[src/rtl/hts_pkg.sv]
// Shared types, constants and jamo lookup tables for the Hangul two-set composer.
`timescale 1ns / 1ps
`default_nettype none

package hts_pkg;

  // Jamo are held as a 6-bit offset from JAMO_BASE; offset zero means empty.
  localparam logic [15:0] JAMO_BASE    = 16'h3130;
  localparam logic [15:0] SYL_BASE     = 16'hAC00;
  localparam logic [20:0] CONS_LO      = 21'h3131;
  localparam logic [20:0] CONS_HI      = 21'h314E;
  localparam logic [20:0] VOW_LO       = 21'h314F;
  localparam logic [20:0] VOW_HI       = 21'h3163;
  localparam logic [5:0]  VOW_LO_OFF   = 6'h1F;
  localparam logic [4:0]  MEDIAL_COUNT = 5'd21;
  localparam logic [4:0]  FINAL_COUNT  = 5'd28;

  localparam int CP_W   = 21;
  localparam int JAMO_W = 6;
  localparam int IDX_W  = 5;
  localparam int ACC_W  = 16;

  // Kind of the flush that an item causes
  localparam logic [1:0] FK_NONE = 2'd0;
  localparam logic [1:0] FK_JAMO = 2'd1;
  localparam logic [1:0] FK_SYL  = 2'd2;

  typedef logic [JAMO_W-1:0] jamo_t;

  // What one accepted item asks the sequencer to emit
  typedef struct packed {
    logic [1:0]       kind;   // FK_*
    jamo_t            jamo;   // lone jamo to emit for FK_JAMO
    logic [IDX_W-1:0] ii;     // initial index for FK_SYL
    logic [IDX_W-1:0] mu;     // medial index for FK_SYL
    logic [IDX_W-1:0] fidx;   // final index for FK_SYL
    logic             pass;   // code point follows the flush
  } dec_t;

  // {found, index}
  function automatic logic [IDX_W:0] init_idx(input jamo_t c);
    logic [IDX_W:0] r;
    case (c)
      6'h01: r = {1'b1, 5'd0};
      6'h02: r = {1'b1, 5'd1};
      6'h04: r = {1'b1, 5'd2};
      6'h07: r = {1'b1, 5'd3};
      6'h08: r = {1'b1, 5'd4};
      6'h09: r = {1'b1, 5'd5};
      6'h11: r = {1'b1, 5'd6};
      6'h12: r = {1'b1, 5'd7};
      6'h13: r = {1'b1, 5'd8};
      6'h15: r = {1'b1, 5'd9};
      6'h16: r = {1'b1, 5'd10};
      6'h17: r = {1'b1, 5'd11};
      6'h18: r = {1'b1, 5'd12};
      6'h19: r = {1'b1, 5'd13};
      6'h1A: r = {1'b1, 5'd14};
      6'h1B: r = {1'b1, 5'd15};
      6'h1C: r = {1'b1, 5'd16};
      6'h1D: r = {1'b1, 5'd17};
      6'h1E: r = {1'b1, 5'd18};
      default: r = '0;
    endcase
    return r;
  endfunction

  // Zero when the jamo is not a final
  function automatic logic [IDX_W-1:0] fin_idx(input jamo_t c);
    logic [IDX_W-1:0] r;
    case (c)
      6'h01: r = 5'd1;
      6'h02: r = 5'd2;
      6'h03: r = 5'd3;
      6'h04: r = 5'd4;
      6'h05: r = 5'd5;
      6'h06: r = 5'd6;
      6'h07: r = 5'd7;
      6'h09: r = 5'd8;
      6'h0A: r = 5'd9;
      6'h0B: r = 5'd10;
      6'h0C: r = 5'd11;
      6'h0D: r = 5'd12;
      6'h0E: r = 5'd13;
      6'h0F: r = 5'd14;
      6'h10: r = 5'd15;
      6'h11: r = 5'd16;
      6'h12: r = 5'd17;
      6'h14: r = 5'd18;
      6'h15: r = 5'd19;
      6'h16: r = 5'd20;
      6'h17: r = 5'd21;
      6'h18: r = 5'd22;
      6'h1A: r = 5'd23;
      6'h1B: r = 5'd24;
      6'h1C: r = 5'd25;
      6'h1D: r = 5'd26;
      6'h1E: r = 5'd27;
      default: r = '0;
    endcase
    return r;
  endfunction

  function automatic jamo_t join_med(input jamo_t x, input jamo_t y);
    jamo_t r;
    case ({x, y})
      {6'h27, 6'h1F}: r = 6'h28;
      {6'h27, 6'h20}: r = 6'h29;
      {6'h27, 6'h33}: r = 6'h2A;
      {6'h2C, 6'h23}: r = 6'h2D;
      {6'h2C, 6'h24}: r = 6'h2E;
      {6'h2C, 6'h33}: r = 6'h2F;
      {6'h31, 6'h33}: r = 6'h32;
      default:        r = '0;
    endcase
    return r;
  endfunction

  function automatic jamo_t join_fin(input jamo_t x, input jamo_t y);
    jamo_t r;
    case ({x, y})
      {6'h01, 6'h15}: r = 6'h03;
      {6'h04, 6'h18}: r = 6'h05;
      {6'h04, 6'h1E}: r = 6'h06;
      {6'h09, 6'h01}: r = 6'h0A;
      {6'h09, 6'h11}: r = 6'h0B;
      {6'h09, 6'h12}: r = 6'h0C;
      {6'h09, 6'h15}: r = 6'h0D;
      {6'h09, 6'h1C}: r = 6'h0E;
      {6'h09, 6'h1D}: r = 6'h0F;
      {6'h09, 6'h1E}: r = 6'h10;
      {6'h12, 6'h15}: r = 6'h14;
      default:        r = '0;
    endcase
    return r;
  endfunction

  // {found, first half, second half}
  function automatic logic [2*JAMO_W:0] split_fin(input jamo_t c);
    logic [2*JAMO_W:0] r;
    case (c)
      6'h03: r = {1'b1, 6'h01, 6'h15};
      6'h05: r = {1'b1, 6'h04, 6'h18};
      6'h06: r = {1'b1, 6'h04, 6'h1E};
      6'h0A: r = {1'b1, 6'h09, 6'h01};
      6'h0B: r = {1'b1, 6'h09, 6'h11};
      6'h0C: r = {1'b1, 6'h09, 6'h12};
      6'h0D: r = {1'b1, 6'h09, 6'h15};
      6'h0E: r = {1'b1, 6'h09, 6'h1C};
      6'h0F: r = {1'b1, 6'h09, 6'h1D};
      6'h10: r = {1'b1, 6'h09, 6'h1E};
      6'h14: r = {1'b1, 6'h12, 6'h15};
      default: r = '0;
    endcase
    return r;
  endfunction

endpackage

`default_nettype wire

[src/rtl/hts_mac.sv]
// Shared multiply-add unit: acc <= a * k + b, one step per enabled cycle.
`timescale 1ns / 1ps
`default_nettype none

module hts_mac (
  input  wire logic                     clk,
  input  wire logic                     en,
  input  wire logic [8:0]               a,
  input  wire logic [hts_pkg::IDX_W-1:0] k,
  input  wire logic [hts_pkg::ACC_W-1:0] b,
  output logic      [hts_pkg::ACC_W-1:0] acc
);

  logic [13:0] prod;

  assign prod = 14'(a) * 14'(k);

  always_ff @(posedge clk) begin
    if (en) begin
      acc <= hts_pkg::ACC_W'({2'b00, prod} + b);
    end
  end

endmodule

`default_nettype wire

[src/rtl/hts_pending.sv]
// Pending syllable registers and the per-item composition decision.
`timescale 1ns / 1ps
`default_nettype none

module hts_pending (
  input  wire logic                      clk,
  input  wire logic                      rst,
  input  wire logic                      take,
  input  wire logic                      req_type,
  input  wire logic [hts_pkg::CP_W-1:0]  code_point,
  output hts_pkg::dec_t                  dec
);

  hts_pkg::jamo_t pend_i, pend_m, pend_f;
  hts_pkg::jamo_t pend_i_next, pend_m_next, pend_f_next;

  always_comb begin
    hts_pkg::jamo_t            c;
    hts_pkg::jamo_t            fl_i, fl_m, fl_f;
    hts_pkg::jamo_t            jf, jm;
    logic [hts_pkg::IDX_W:0]   ci, fi;
    logic [2*hts_pkg::JAMO_W:0] sp;
    logic                      is_cons, is_vow, do_flush, pass;

    c       = hts_pkg::JAMO_W'(code_point - 21'(hts_pkg::JAMO_BASE));
    ci      = hts_pkg::init_idx(c);
    is_cons = (code_point >= hts_pkg::CONS_LO) && (code_point <= hts_pkg::CONS_HI) && ci[5];
    is_vow  = (code_point >= hts_pkg::VOW_LO) && (code_point <= hts_pkg::VOW_HI);
    jf      = '0;
    jm      = '0;
    sp      = hts_pkg::split_fin(pend_f);

    fl_i = pend_i;
    fl_m = pend_m;
    fl_f = pend_f;
    do_flush = 1'b0;
    pass     = 1'b0;
    pend_i_next = pend_i;
    pend_m_next = pend_m;
    pend_f_next = pend_f;

    if (req_type) begin
      do_flush = 1'b1;
      pend_i_next = '0; pend_m_next = '0; pend_f_next = '0;
    end else if (is_cons) begin
      if (pend_m != '0) begin
        jf = hts_pkg::join_fin(pend_f, c);
        if (pend_i == '0) begin
          do_flush = 1'b1;
        end else if (pend_f == '0) begin
          if (hts_pkg::fin_idx(c) != '0) begin
            pend_f_next = c;
          end else begin
            do_flush = 1'b1;
          end
        end else if (jf != '0) begin
          pend_f_next = jf;
        end else begin
          do_flush = 1'b1;
        end
      end else if (pend_i == '0 && pend_f == '0) begin
        pend_i_next = c;
      end else if (pend_i != '0) begin
        jf = hts_pkg::join_fin(pend_i, c);
        if (jf != '0) begin
          pend_f_next = jf;
          pend_i_next = '0;
        end else begin
          do_flush = 1'b1;
        end
      end else begin
        do_flush = 1'b1;
      end
      if (do_flush) begin
        pend_i_next = c; pend_m_next = '0; pend_f_next = '0;
      end
    end else if (is_vow) begin
      if (pend_m == '0) begin
        if (pend_f != '0) begin
          do_flush = 1'b1;
          if (sp[12]) begin
            // compound final splits: first half goes out alone
            fl_i = sp[11:6]; fl_m = '0; fl_f = '0;
            pend_i_next = sp[5:0];
          end else begin
            pend_i_next = '0;
          end
        end
        pend_m_next = c;
        pend_f_next = '0;
      end else if (pend_f == '0) begin
        jm = hts_pkg::join_med(pend_m, c);
        if (jm != '0) begin
          pend_m_next = jm;
        end else begin
          do_flush = 1'b1;
          pend_i_next = '0; pend_m_next = c;
        end
      end else begin
        do_flush = 1'b1;
        if (sp[12]) begin
          fl_f = sp[11:6];
          pend_i_next = sp[5:0];
        end else begin
          // lone final moves over to start the next syllable
          fl_f = '0;
          pend_i_next = pend_f;
        end
        pend_m_next = c;
        pend_f_next = '0;
      end
    end else begin
      do_flush = 1'b1;
      pass     = 1'b1;
      pend_i_next = '0; pend_m_next = '0; pend_f_next = '0;
    end

    fi       = hts_pkg::init_idx(fl_i);
    dec.pass = pass;
    dec.ii   = fi[4:0];
    dec.mu   = hts_pkg::IDX_W'(fl_m - hts_pkg::VOW_LO_OFF);
    dec.fidx = hts_pkg::fin_idx(fl_f);
    dec.jamo = (fl_i != '0) ? fl_i : (fl_m != '0) ? fl_m : fl_f;
    if (!do_flush || (fl_i == '0 && fl_m == '0 && fl_f == '0)) begin
      dec.kind = hts_pkg::FK_NONE;
    end else if (fl_i != '0 && fl_m != '0) begin
      dec.kind = hts_pkg::FK_SYL;
    end else begin
      dec.kind = hts_pkg::FK_JAMO;
    end
  end

  always_ff @(posedge clk) begin
    if (rst) begin
      pend_i <= '0;
      pend_m <= '0;
      pend_f <= '0;
    end else if (take) begin
      pend_i <= pend_i_next;
      pend_m <= pend_m_next;
      pend_f <= pend_f_next;
    end
  end

endmodule

`default_nettype wire

[src/rtl/hangul_two_set_composer_unit.sv]
// Top level of the Hangul two-set composer: sequencer, shared unit and output register.
//
//  channel  dir  beat contents
//  s_*      in   tdata: code_point[20:0]; tuser: req_type (1 = end of text)
//  m_*      out  tdata: out_code_point[20:0]; tlast: last result of the item
//
// An item is accepted and then emits 0..2 results; when a syllable is
// composed, (I*21+M) then *28+F+base first run through the one multiply-add
// unit, in states MUL1 and MUL2.
// rst (synchronous) empties the pending syllable and the output register.
// A stalled m_tready holds the sequencer in its emit state; s_tready is high
// only when the sequencer is idle, and the last result may still wait then.
`timescale 1ns / 1ps
`default_nettype none

module hangul_two_set_composer_unit (
  input  wire logic        clk,
  input  wire logic        rst,
  input  wire logic        s_tvalid,
  output logic             s_tready,
  input  wire logic [23:0] s_tdata,   // [20:0] code_point, [23:21] zero
  input  wire logic        s_tuser,   // [0] req_type
  output logic             m_tvalid,
  input  wire logic        m_tready,
  output logic      [23:0] m_tdata,   // [20:0] out_code_point, [23:21] zero
  output logic             m_tlast
);

  localparam logic [2:0] ST_IDLE  = 3'd0;
  localparam logic [2:0] ST_MUL1  = 3'd1;
  localparam logic [2:0] ST_MUL2  = 3'd2;
  localparam logic [2:0] ST_FLUSH = 3'd3;
  localparam logic [2:0] ST_PASS  = 3'd4;

  logic [2:0]     state, state_next;
  hts_pkg::dec_t  dec, dec_q;
  logic [20:0]    cp_q;
  logic           take, out_free;
  logic           mac_en;
  logic [8:0]     mac_a;
  logic [hts_pkg::IDX_W-1:0] mac_k;
  logic [hts_pkg::ACC_W-1:0] mac_b, acc;
  logic [hts_pkg::ACC_W-1:0] flush_val;

  assign s_tready = (state == ST_IDLE);
  assign take     = s_tvalid && s_tready;
  assign out_free = !m_tvalid || m_tready;

  hts_pending u_pending (
    .clk        (clk),
    .rst        (rst),
    .take       (take),
    .req_type   (s_tuser),
    .code_point (s_tdata[20:0]),
    .dec        (dec)
  );

  always_comb begin
    mac_en = 1'b0;
    mac_a  = '0;
    mac_k  = hts_pkg::MEDIAL_COUNT;
    mac_b  = '0;
    case (state)
      ST_MUL1: begin
        mac_en = 1'b1;
        mac_a  = 9'(dec_q.ii);
        mac_k  = hts_pkg::MEDIAL_COUNT;
        mac_b  = hts_pkg::ACC_W'(dec_q.mu);
      end
      ST_MUL2: begin
        mac_en = 1'b1;
        mac_a  = acc[8:0];
        mac_k  = hts_pkg::FINAL_COUNT;
        mac_b  = hts_pkg::SYL_BASE + hts_pkg::ACC_W'(dec_q.fidx);
      end
      default: begin
      end
    endcase
  end

  hts_mac u_mac (
    .clk (clk),
    .en  (mac_en),
    .a   (mac_a),
    .k   (mac_k),
    .b   (mac_b),
    .acc (acc)
  );

  assign flush_val = (dec_q.kind == hts_pkg::FK_SYL) ? acc
                   : hts_pkg::JAMO_BASE + hts_pkg::ACC_W'(dec_q.jamo);

  always_comb begin
    state_next = state;
    case (state)
      ST_IDLE: begin
        if (take) begin
          case (dec.kind)
            hts_pkg::FK_SYL:  state_next = ST_MUL1;
            hts_pkg::FK_JAMO: state_next = ST_FLUSH;
            default:          state_next = dec.pass ? ST_PASS : ST_IDLE;
          endcase
        end
      end
      ST_MUL1:  state_next = ST_MUL2;
      ST_MUL2:  state_next = ST_FLUSH;
      ST_FLUSH: if (out_free) state_next = dec_q.pass ? ST_PASS : ST_IDLE;
      ST_PASS:  if (out_free) state_next = ST_IDLE;
      default:  state_next = ST_IDLE;
    endcase
  end

  always_ff @(posedge clk) begin
    if (rst) begin
      state    <= ST_IDLE;
      m_tvalid <= 1'b0;
    end else begin
      state <= state_next;
      if ((state == ST_FLUSH || state == ST_PASS) && out_free) begin
        m_tvalid <= 1'b1;
      end else if (m_tready) begin
        m_tvalid <= 1'b0;
      end
    end
  end

  always_ff @(posedge clk) begin
    if (take) begin
      dec_q <= dec;
      cp_q  <= s_tdata[20:0];
    end
    if (state == ST_FLUSH && out_free) begin
      m_tdata <= {8'h00, flush_val};
      m_tlast <= !dec_q.pass;
    end else if (state == ST_PASS && out_free) begin
      m_tdata <= {3'b000, cp_q};
      m_tlast <= 1'b1;
    end
  end

endmodule

`default_nettype wire
[config.mk]
export PLATFORM = sky130hd
export DESIGN_NAME = hangul_two_set_composer_unit
export DESIGN_NICKNAME = d
export VERILOG_FILES = /design/src/rtl/hts_pkg.sv /design/src/rtl/hts_mac.sv /design/src/rtl/hts_pending.sv /design/src/rtl/hangul_two_set_composer_unit.sv
export SDC_FILE = /design/constraint.sdc
export NUM_CORES = 1
export LEC_CHECK = 0
export ABC_CLOCK_PERIOD_IN_PS = 5200
export CAP_MARGIN = 20
export CORE_AREA = 8 8 171 140
export DETAILED_ROUTE_END_ITERATION = 7
export DIE_AREA = 0 0 179 148
export DONT_BUFFER_PORTS = 1
export PLACE_DENSITY = 0.65
export SETUP_SLACK_MARGIN = 0.1
export SLEW_MARGIN = 20
export SYNTH_ARGS = -nofsm -noshare
export SYNTH_HDL_FRONTEND = slang
export SYNTH_SLANG_ARGS = --single-unit
[constraint.sdc]
create_clock -name clk -period 5.2 [get_ports clk]
set_input_delay 0.52 -clock clk [delete_from_list [all_inputs] [get_ports clk]]
set_output_delay 0.52 -clock clk [all_outputs]
set_load 0.01 [all_outputs]
Word level (Yosys, flattened, before mapping)
Memory sizes are Yosys's and may differ from the RTL's. A register that Yosys moved wholly into a read port is not among the register bits.
Index checks and enable logic that the tools add are counted.
{"block": "totals", "ff_bits": 95, "romBits": 1056, "in_bits": 29, "output_inout_bits": 27, "elab_cells": 244, "memories": 5}
{"block": "classes", "addsub": 5, "mul": 1, "n_lt_le_gt_ge": 4, "eq_ne": 52, "muxes": 123, "n_reduce_logical": 40}
{"memory": "(name not given)", "depth": 32, "width": 11, "read_ports": 1, "rd_clocked_by_memory_dff": 1, "wr": 0, "line": "hts_pkg.sv:141", "rtl": "case (c)"}
{"memory": "(name not given)", "depth": 32, "width": 6, "read_ports": 1, "rd_clocked_by_memory_dff": 0, "wr": 0, "line": "hts_pkg.sv:43", "rtl": "case (c)"}
{"memory": "(name not given)", "depth": 32, "width": 6, "read_ports": 1, "rd_clocked_by_memory_dff": 1, "wr": 0, "line": "hts_pkg.sv:43"}
{"memory": "(name not given)", "depth": 32, "width": 5, "read_ports": 1, "rd_clocked_by_memory_dff": 0, "wr": 0, "line": "hts_pkg.sv:71", "rtl": "case (c)"}
{"memory": "(name not given)", "depth": 32, "width": 5, "read_ports": 1, "rd_clocked_by_memory_dff": 1, "wr": 0, "line": "hts_pkg.sv:71"}
{"op": "6-bit two-way mux", "count": 71}
{"op": "12-bit by 10-bit == test with 1-bit output, second input constant", "count": 14}
{"op": "5-bit case mux with 11 select lines", "count": 2}
{"op": "12-bit == test, second input constant", "count": 7}
{"op": "12-bit by 9-bit == test with 1-bit output, second input constant", "count": 4}
{"op": "16-bit two-way mux", "count": 3}
{"op": "6-bit nonzero test", "count": 8}
{"op": "21-bit by 14-bit >= comparator with 1-bit output, second input constant", "count": 2}
{"op": "21-bit by 14-bit <= comparator with 1-bit output, second input constant", "count": 2}
{"op": "6-bit case mux with 7 select lines", "count": 1}
{"op": "5-bit two-way mux", "count": 8}
{"op": "6-bit logical NOT", "count": 6}
{"op": "16-bit case mux with 2 select lines", "count": 1}
{"op": "5-bit != test, second input constant", "count": 6}
{"op": "1-bit two-way mux", "count": 25}
{"op": "12-bit by 11-bit == test with 1-bit output, second input constant", "count": 2}
{"op": "12-bit by 7-bit == test with 1-bit output, second input constant", "count": 2}
{"op": "9-bit case mux with 2 select lines", "count": 1}
{"op": "14-bit by 16-bit adder with 16-bit output", "count": 1}
{"op": "16-bit by 5-bit adder with 16-bit output, first input constant", "count": 1}
{"op": "14-bit by 6-bit adder with 15-bit output, first input constant", "count": 1}
{"op": "3-bit two-way mux", "count": 5}
{"op": "3-bit case mux with 5 select lines", "count": 1}
{"op": "9-bit by 5-bit multiplier with 14-bit output", "count": 1}
{"op": "29 further kinds", "count": 50}

Logic depth before layout (Yosys ltp)
Gate-level depths: netlist of the first run.
{"block": "logic_depth", "depth_word": 24, "mapped_depth": 22, "ltp_nobuf": 19}

Modules after synthesis
A second synthesis of the first run with hierarchy kept.
{"block": "unflattened", "cells_unflattened": 965, "hier_area_um2": 8863.5}
{"mod": "hts_pending", "n_inst": 1, "cells_per_inst": 511, "area_per_inst_um2": 3636.0, "seq_area_each_um2": 560.5}
{"mod": "hangul_two_set_composer_unit", "n_inst": 1, "cells_per_inst": 215, "area_per_inst_um2": 2914.0, "seq_area_each_um2": 2042.0}
{"mod": "hts_mac", "n_inst": 1, "cells_per_inst": 239, "area_per_inst_um2": 2313.5, "seq_area_each_um2": 480.5}

Worst setup path before layout of the first run
Ideal clock, no wire load.
{"block": "synth_timing", "kind": "register to register", "start": "reg state[1]", "end": "reg u_mac.acc[14] (netlist bit) (data pin)", "setup_ps": 259, "arrival_ps": 4985, "slack_ps": -45, "stages_incl_launch_ff": 21, "n_path_buf": 3, "cell_sequence": "dfxtp_1 -> clkbuf_1 -> or3b_2 -> clkbuf_1 -> inv_1 -> clkbuf_1 -> nand2_1 -> fa_1 -> fa_1 -> fa_1 -> inv_1 -> ha_1 -> a21o_1 -> a21oi_1 -> o21bai_1 -> a21oi_1 -> nor2b_1 -> o21a_1 -> o31a_1 -> o21ai_0 -> xnor2_1"}
{"block": "synth_via", "elab_chain_cells": 4}
{"element": "from (decl)", "line": "hangul_two_set_composer_unit.sv:35", "rtl": "logic [2:0] state, state_next;"}
{"element": "from (signal assigned)", "line": "hangul_two_set_composer_unit.sv:118", "rtl": "state <= state_next;"}
{"element": "3-bit by 2-bit == test with 1-bit output / 3-bit by 1-bit == test with 1-bit output (equally long branches)", "line": "hangul_two_set_composer_unit.sv:63", "rtl": "case (state)"}
{"element": "9-bit case mux with 2 select lines / 4-bit two-way mux (equally long branches)", "line": "hangul_two_set_composer_unit.sv:63"}
{"element": "9-bit by 5-bit multiplier with 14-bit output", "line": "hts_mac.sv:16", "rtl": "assign prod = 14'(a) * 14'(k);"}
{"element": "14-bit by 16-bit adder with 16-bit output (*)", "line": "hts_mac.sv:20", "rtl": "acc <= hts_pkg::ACC_W'({2'b00, prod} + b);"}
{"element": "to (signal assigned)", "line": "hts_mac.sv:20"}
{"element": "to (decl)", "line": "hts_mac.sv:11", "rtl": "output logic [hts_pkg::ACC_W-1:0] acc"}
Mark *: on every way between the ends. The rest lies on a longest branch, timed or not.
A chain may end at the register's enable or synchronous reset.

Worst setup path after layout of the first run
{"block": "layout_timing", "start": "reg state[2]", "end": "reg u_mac.acc[14] (netlist bit) (data pin)"}
The elaborated chain is that of the path after synthesis.

==> results of run 1 <==
worst max-delay path by stage:
stage	start	depth (start not counted)	endpoint
global placement	state[2]	18	u_mac.acc[14]
floorplan	state[1]	20	u_mac.acc[14]
finish	state[2]	19	u_mac.acc[14]
CTS	state[2]	18	u_mac.acc[14]
detailed placement	state[2]	18	u_mac.acc[14]
global route	state[2]	19	u_mac.acc[14]
layer usage:
| metal | global-route usage | part of all wire |
|---|---|---|
| met1 | 0.236 | 0.47 |
| met5 | 0 | 0 |
| met2 | 0.244 | 0.43 |
| met3 | 0.0423 | 0.089 |
| met4 | 0.0553 | 0.014 |
kinds of logic after synthesis:
group                    count (synthesis)  synth area share
XOR/XNOR                                16            0.0169
AO/OA/AOI/OAI                          214             0.175
buffers and inverters                  115            0.0570
AND/OR/NAND/NOR                        326             0.209
flip-flops                             115             0.371
adder cells (fa/ha/maj)                 82             0.140
other                                    2          0.000903
multiplexers                            23            0.0307
power breakdown:
group | internal [mW] | switching (mW) | total (mW)
clock network | 0.707 | 0.435 | 1.14
logic | 0.0416 | 0.0702 | 0.112
registers | 1.01 | 0.0240 | 1.04
cell type report:
| type | instances | area, sq um | share of cell area |
|---|---|---|---|
| clock buffers | 17 | 425 | 0.0465 |
| clock inverters | 15 | 156 | 0.0171 |
| inverters | 66 | 248 | 0.0271 |
| multi-input cells | 668 | 4790 | 0.524 |
| flip-flops and latches | 115 | 3080 | 0.337 |
| well taps | 275 | 344 | 0.0377 |
| repair buffers | 12 | 90.1 | 0.00986 |
synthesized netlist by cell type (all sizes together), types with 5 or more instances:
cell    count  area [sq um]
nand2      90           340
edfxtp     78          2340
inv        66           248
nor2       66           248
ha         64           801
a21oi      49           253
o21ai      43           215
nand3      38           190
dfxtp      37           741
clkbuf     31           116
nor3       23           148
buf        18           110
fa         18           360
mux2i      18           184
nand4      15          93.8
xnor2      13           114
and2       12          75.1
nand2b     12          75.1
o211ai     12          90.1
o31ai      12          90.1
a211oi     10          75.1
a31oi       9          56.3
nand3b      9          67.6
nor4        9          92.6
o21a        9          67.6
o22ai       9          56.3
and3        8          50.1
nor3b       8          65.1
nor2b       7          43.8
a21o        6          45.0
a22o        6          52.6
a21boi      5          37.5
nor4b       5          43.8
or2         5          31.3
sequential cells by signal (all words and copies together), names as in the netlist, named ones only:
signal            flops
dec_q                24
u_pending.pend_f      6
u_mac.acc            16
m_tvalid              1
u_pending.pend_m      6
u_pending.pend_i      6
cp_q                 21
state                 3
m_tdata              21
m_tlast               1
repair_timing:
item                                    in CTS  in global routing
resized for setup                            0                  7
endpoints found under the setup margin       0                  4
hold buffers                                 0                  0
buffers inserted                             0                  0
per-stage QoR:
| stage | std cells | power [mW] | worst slack (ns) | hold WS [ns] |
|---|---|---|---|---|
| floorplan | 898 | 1.15 | 0.174 | 0.453 |
| global placement | 1136 | 1.17 | 0.284 | 0.457 |
| detailed placement | 1136 | 1.17 | 0.217 | 0.467 |
| CTS | 1168 | 2.30 | 0.187 | 0.157 |
| global route | 1168 | 2.36 | 0.126 | 0.150 |
| finish | 1168 | 2.29 | 0.385 | 0.166 |
==> results.sh, run 1 <==
export IMPL_status="complete, no violations"
export IMPL_max_freq_ghz=0.208
export IMPL_grt_max_degree=48
export IMPL_worstReg2RegEnd="u_mac.acc[14]"
export IMPL_grt_setup_unrepaired="false"
export IMPL_cp_arrival_ns=4.98
export IMPL_dieArea_sq_mm=0.0265
export IMPL_power_density_mw_per_mm2=251
export IMPL_drcViolationCount=0
export IMPL_hold_start="rst"
export IMPL_critPathKind="flop to flop"
export IMPL_synth_flop_cell="edfxtp_1"
export IMPL_critPathSlowestCell="fa_1"
export IMPL_cts_sinks=115
export IMPL_io_pins=56
export IMPL_htreeDepth=4
export IMPL_dp_hpwl_um=16600
export IMPL_final_common_cell="nand2_1"
export IMPL_path_max_fanout=6
export IMPL_clkLatencyLatePin_ns=0.42
export IMPL_clk_pin_slew_ns=0.06
export IMPL_worstSetupStartpointType="flop"
export IMPL_skew_ns=0.00594
export IMPL_whs_endpoint="u_pending.pend_i[2]"
export IMPL_final_fill_count=2066
export IMPL_routed_wl_um=21600
export IMPL_path_delay_family="adder cells"
export IMPL_dr_pass1_iters=5
export IMPL_overflow=0
export IMPL_worst_slew_pin_slew_ns=0.997
export IMPL_cts_made_buffers=17
export IMPL_final_util=0.431
export IMPL_finalSetupTns_ns=0
export IMPL_setup_viol=0
export IMPL_grt_pass1_vias=6408
export IMPL_initial_core_util=0.392
export IMPL_grt_first_pass_wirelength_um=34700
export IMPL_max_stage_delay_ns=0.54
export IMPL_cp_end_kind="flop"
export IMPL_fin_nets=991
export IMPL_synth_cells=893
export IMPL_clock_root_buffer="clkbuf_16"
export IMPL_synth_edf_count=78
export IMPL_placed_cell_area_sq_mm=0.00854
export IMPL_leakagePower_nw=3.79
export IMPL_drive_gt1_frac=0.0941
export IMPL_r2r_cells=19
export IMPL_whs_path_depth=1
export IMPL_hold_viol_final=0
export IMPL_detail_route_wl_per_cell_um=18.5
export IMPL_synth_cell_types=93
export IMPL_crit_chain="or3b_2 > inv_2 > and2_1 > or2_2 > inv_1 > fa_1 > fa_1 > fa_1 > inv_1 > ha_1 > a21o_1 > a21oi_2 > o21bai_1 > a21oi_2 > nor2b_1 > o21a_1 > o31a_1 > o21ai_1 > xnor2_1"
export IMPL_ant_nets=0
export IMPL_synth_seq_area_share=0.371
export IMPL_finalWeightedCongestion=0.915
export IMPL_yosys_warnings=0
export IMPL_rrSetupSlack_ns=0.39
export IMPL_vias=6744
export IMPL_num_rows=48
export IMPL_die_w_um=179
export IMPL_die_y_um=148
export IMPL_crit_path_frequent_cell="fa_1"
export IMPL_timing_hold_worst_class="primary input to flop"
export IMPL_io_buffers=0
export IMPL_worst_ir_drop_vdd_v=0.000243
export IMPL_first_iter_violations=627
export IMPL_max_cap_violations=0
export IMPL_core_sq_mm=0.0212
export IMPL_cts_buffer_depth=2
export IMPL_slew_violations=0
export IMPL_finalCriticalPeriod_ns=4.81
export IMPL_period_share=0.926
export IMPL_r2r_start="state[2]"
export IMPL_grt_antenna_before_repair=0
export IMPL_synthArstFlopShare=0
export IMPL_syn_area_per_cell_sq_um=9.31
export IMPL_final_cell_mix="89 x nand2_1, 78 x edfxtp_1, 66 x nor2_1, 64 x ha_1, 58 x inv_1"
export IMPL_num_antenna_cells=0
export IMPL_syn2layout_area_growth_pct=9.92
export IMPL_worst_endpoint_required_ns=5.37
export IMPL_cts_tree="built"
export IMPL_slew_headroom=0.327
export IMPL_viasPerCell=5.77
export IMPL_stdcell_area_sq_mm=0.00914
export IMPL_crit_buf_inv=3
export IMPL_syn_cell_area_sq_mm=0.00831
export IMPL_grt_total_usage=0.167
export IMPL_synth_seq_cells=115
No activity file was read; power rests on OpenSTA's default activity.
==> run 2, diff against run 1 <==
--- a/config.mk
+++ b/config.mk
@@ -5,13 +5,14 @@
 export SDC_FILE = /design/constraint.sdc
 export NUM_CORES = 1
 export LEC_CHECK = 0
-export ABC_CLOCK_PERIOD_IN_PS = 5200
+export ABC_CLOCK_PERIOD_IN_PS = 5100
 export CAP_MARGIN = 20
 export CORE_AREA = 8 8 171 140
 export DETAILED_ROUTE_END_ITERATION = 7
 export DIE_AREA = 0 0 179 148
 export DONT_BUFFER_PORTS = 1
-export PLACE_DENSITY = 0.65
+export MAX_ROUTING_LAYER = met4
+export PLACE_DENSITY = 0.63
 export SETUP_SLACK_MARGIN = 0.1
 export SLEW_MARGIN = 20
 export SYNTH_ARGS = -nofsm -noshare
==> constraint.sdc (replaced) <==
create_clock -name clk -period 5.1 [get_ports clk]
set_input_delay 0.51 -clock clk [delete_from_list [all_inputs] [get_ports clk]]
set_output_delay 0.51 -clock clk [all_outputs]
set_load 0.01 [all_outputs]
==> run 2 against run 1 <==
Fmax rose by 1.8%. Core utilization rose by 0.13 points. Largest cell class unchanged. First-iteration DRC count is 15% higher. Register-to-register slack got worse by 0.02 ns. Total power increased by 0.93%. Global-route usage grew 0.26 points. Clock-buffer cell count did not move. Combinational power grew 4%. Critical path depth unchanged. Die area unchanged. Highest routed layer unchanged.
==> results.sh, run 2 (same netlist as run 1, synthesis figures left out) <==
export IMPL_status="complete, no violations"
export IMPL_cp_arrival_ns=4.91
export IMPL_max_cap_violations=0
export IMPL_htreeDepth=4
export IMPL_cts_buffer_depth=2
export IMPL_num_antenna_cells=0
export IMPL_stdcell_area_sq_mm=0.00917
export IMPL_cp_depth=19
export IMPL_drive_gt1_frac=0.100
export IMPL_cts_hold_buf=0
export IMPL_r2r_start="state[2]"
export IMPL_crit_path_frequent_cell="fa_1"
export IMPL_grt_antenna_before_repair=0
export IMPL_initial_core_util=0.392
export IMPL_largest_reg_flops=24
export IMPL_grt_setup_unrepaired="false"
export IMPL_cp_end_kind="flop"
export IMPL_cts_tree="built"
export IMPL_die_w_um=179
export IMPL_worstReg2RegEnd="u_mac.acc[14]"
export IMPL_slew_violations=0
export IMPL_ctsResizeCount=1
export IMPL_viasPerCell=5.77
export IMPL_drcViolationCount=0
export IMPL_first_iter_violations=724
export IMPL_finalWeightedCongestion=0.929
export IMPL_grt_max_degree=48
export IMPL_grt_pass1_vias=6321
export IMPL_clock_root_buffer="clkbuf_16"
export IMPL_routed_wl_um=21800
export IMPL_die_y_um=148
export IMPL_grt_first_pass_wirelength_um=34400
export IMPL_top_register="dec_q"
export IMPL_dr_pass1_iters=5
export IMPL_overflow=0
export IMPL_slew_headroom=0.321
export IMPL_dieArea_sq_mm=0.0265
export IMPL_crit_buf_inv=3
export IMPL_crit_chain="or3b_2 > inv_2 > and2_1 > or2_2 > inv_1 > fa_1 > fa_1 > fa_1 > inv_1 > ha_4 > a21o_1 > a21oi_2 > o21bai_1 > a21oi_2 > nor2b_1 > o21a_1 > o31a_1 > o21ai_2 > xnor2_1"
export IMPL_skew_ns=0.00917
export IMPL_power_density_mw_per_mm2=252
export IMPL_placed_cell_area_sq_mm=0.00856
export IMPL_vias=6759
export IMPL_leakagePower_nw=3.79
export IMPL_num_rows=48
export IMPL_fin_nets=994
export IMPL_worst_ir_drop_vdd_v=0.000243
export IMPL_cts_made_buffers=17
export IMPL_setup_worst_path_end="u_mac.acc[14]"
export IMPL_syn2layout_area_growth_pct=10.2
export IMPL_final_common_cell="nand2_1"
export IMPL_timing_hold_worst_class="primary input to flop"
export IMPL_worst_slew_pin_slew_ns=1.01
export IMPL_path_delay_family="adder cells"
export IMPL_period_share=0.928
export IMPL_cts_sinks=115
export IMPL_finalSetupTns_ns=0
export IMPL_dp_hpwl_um=16900
export IMPL_io_buffers=0
export IMPL_grt_total_usage=0.170
export IMPL_setup_viol=0
export IMPL_clk_pin_slew_ns=0.06
export IMPL_final_cell_mix="89 x nand2_1, 78 x edfxtp_1, 66 x nor2_1, 63 x ha_1, 58 x inv_1"
export IMPL_io_pins=56
export IMPL_core_sq_mm=0.0212
export IMPL_worst_endpoint_required_ns=5.27
export IMPL_hold_viol_final=0
export IMPL_ant_nets=0
export IMPL_finalCriticalPeriod_ns=4.73
export IMPL_reg_top3="dec_q x24, cp_q x21, m_tdata x21"
export IMPL_worstSetupStartpointType="flop"
export IMPL_rrSetupSlack_ns=0.37
export IMPL_critPathSlowestCell="fa_1"
export IMPL_max_stage_delay_ns=0.54
export IMPL_startpoint="state[2]"
export IMPL_post_cts_buffers=0
export IMPL_critPathKind="flop to flop"
export IMPL_max_freq_ghz=0.211
export IMPL_clkLatencyLatePin_ns=0.42
export IMPL_path_max_fanout=6
export IMPL_r2r_cells=19
export IMPL_detail_route_wl_per_cell_um=18.6
-- run 2: changes by cell type in the layout (fill, tap and decap cells not counted), sizes merged --
cell and change:
buf +3, clkinv -3, inv +3, bufinv -1
clkinvlp +1
-- run 2: how the worst min path moves through the flow --
stage          cells after the start  slack, ns      from                  end
6_report                           1       0.16       rst  u_pending.pend_i[4]
5_1_grt                            1       0.14       rst  u_pending.pend_i[4]
4_1_cts                            1       0.15       rst  u_pending.pend_i[4]
3_5_place_dp                       2       0.47  cp_q[17]          m_tdata[17]
3_3_place_gp                       2       0.46  cp_q[16]          m_tdata[16]
2_1_floorplan                      2       0.45  cp_q[16]          m_tdata[16]
-- run 2: worst register-to-register path, cell delays in order, from the launching register on --
cell and delay, ns:
dfxtp_1 0.35, or3b_2 0.52, inv_2 0.10, and2_1 0.15, or2_2 0.13, inv_1 0.05, fa_1 0.47, fa_1 0.51
fa_1 0.54, inv_1 0.06, ha_4 0.25, a21o_1 0.17, a21oi_2 0.17, o21bai_1 0.09, a21oi_2 0.18, nor2b_1 0.06
o21a_1 0.18, o31a_1 0.28, o21ai_2 0.15, xnor2_1 0.07
-- run 2: layer usage --
layer	global-route usage	vias up	wire length (um)
met5	-	-	0
li1	-	3241	-
met2	0.236	276	9170
met3	0.0581	23	2300
met1	0.229	3219	10000
met4	0.0508	0	295
-- run 2: power breakdown --
part           internal [mW]  switching, mW  total [mW]
registers               1.03         0.0239        1.06
logic                 0.0429         0.0727       0.116
clock network          0.681          0.459        1.14
total                   1.76          0.556        2.31
-- run 2: cell type report --
type	instances	area [sq um]
Clock inverter	15	146
Sequential cell	115	3080
Multi-Input combinational cell	668	4810
Timing Repair Buffer	15	113
Inverter	66	248
Fill cell	2044	12000
Tap cell	275	344
Clock buffer	17	425
-- run 2: per-stage QoR --
step	worst slack (ns)	util	hold slack [ns]	std cells	total power, mW
2_1_floorplan	0.125	-	0.453	898	1.17
3_3_place_gp	0.218	0.404	0.458	1139	1.19
3_5_place_dp	0.107	0.404	0.470	1139	1.19
4_1_cts	0.132	0.431	0.147	1171	2.33
5_1_grt	0.158	0.432	0.138	1171	2.39
6_report	0.369	0.432	0.157	1171	2.31
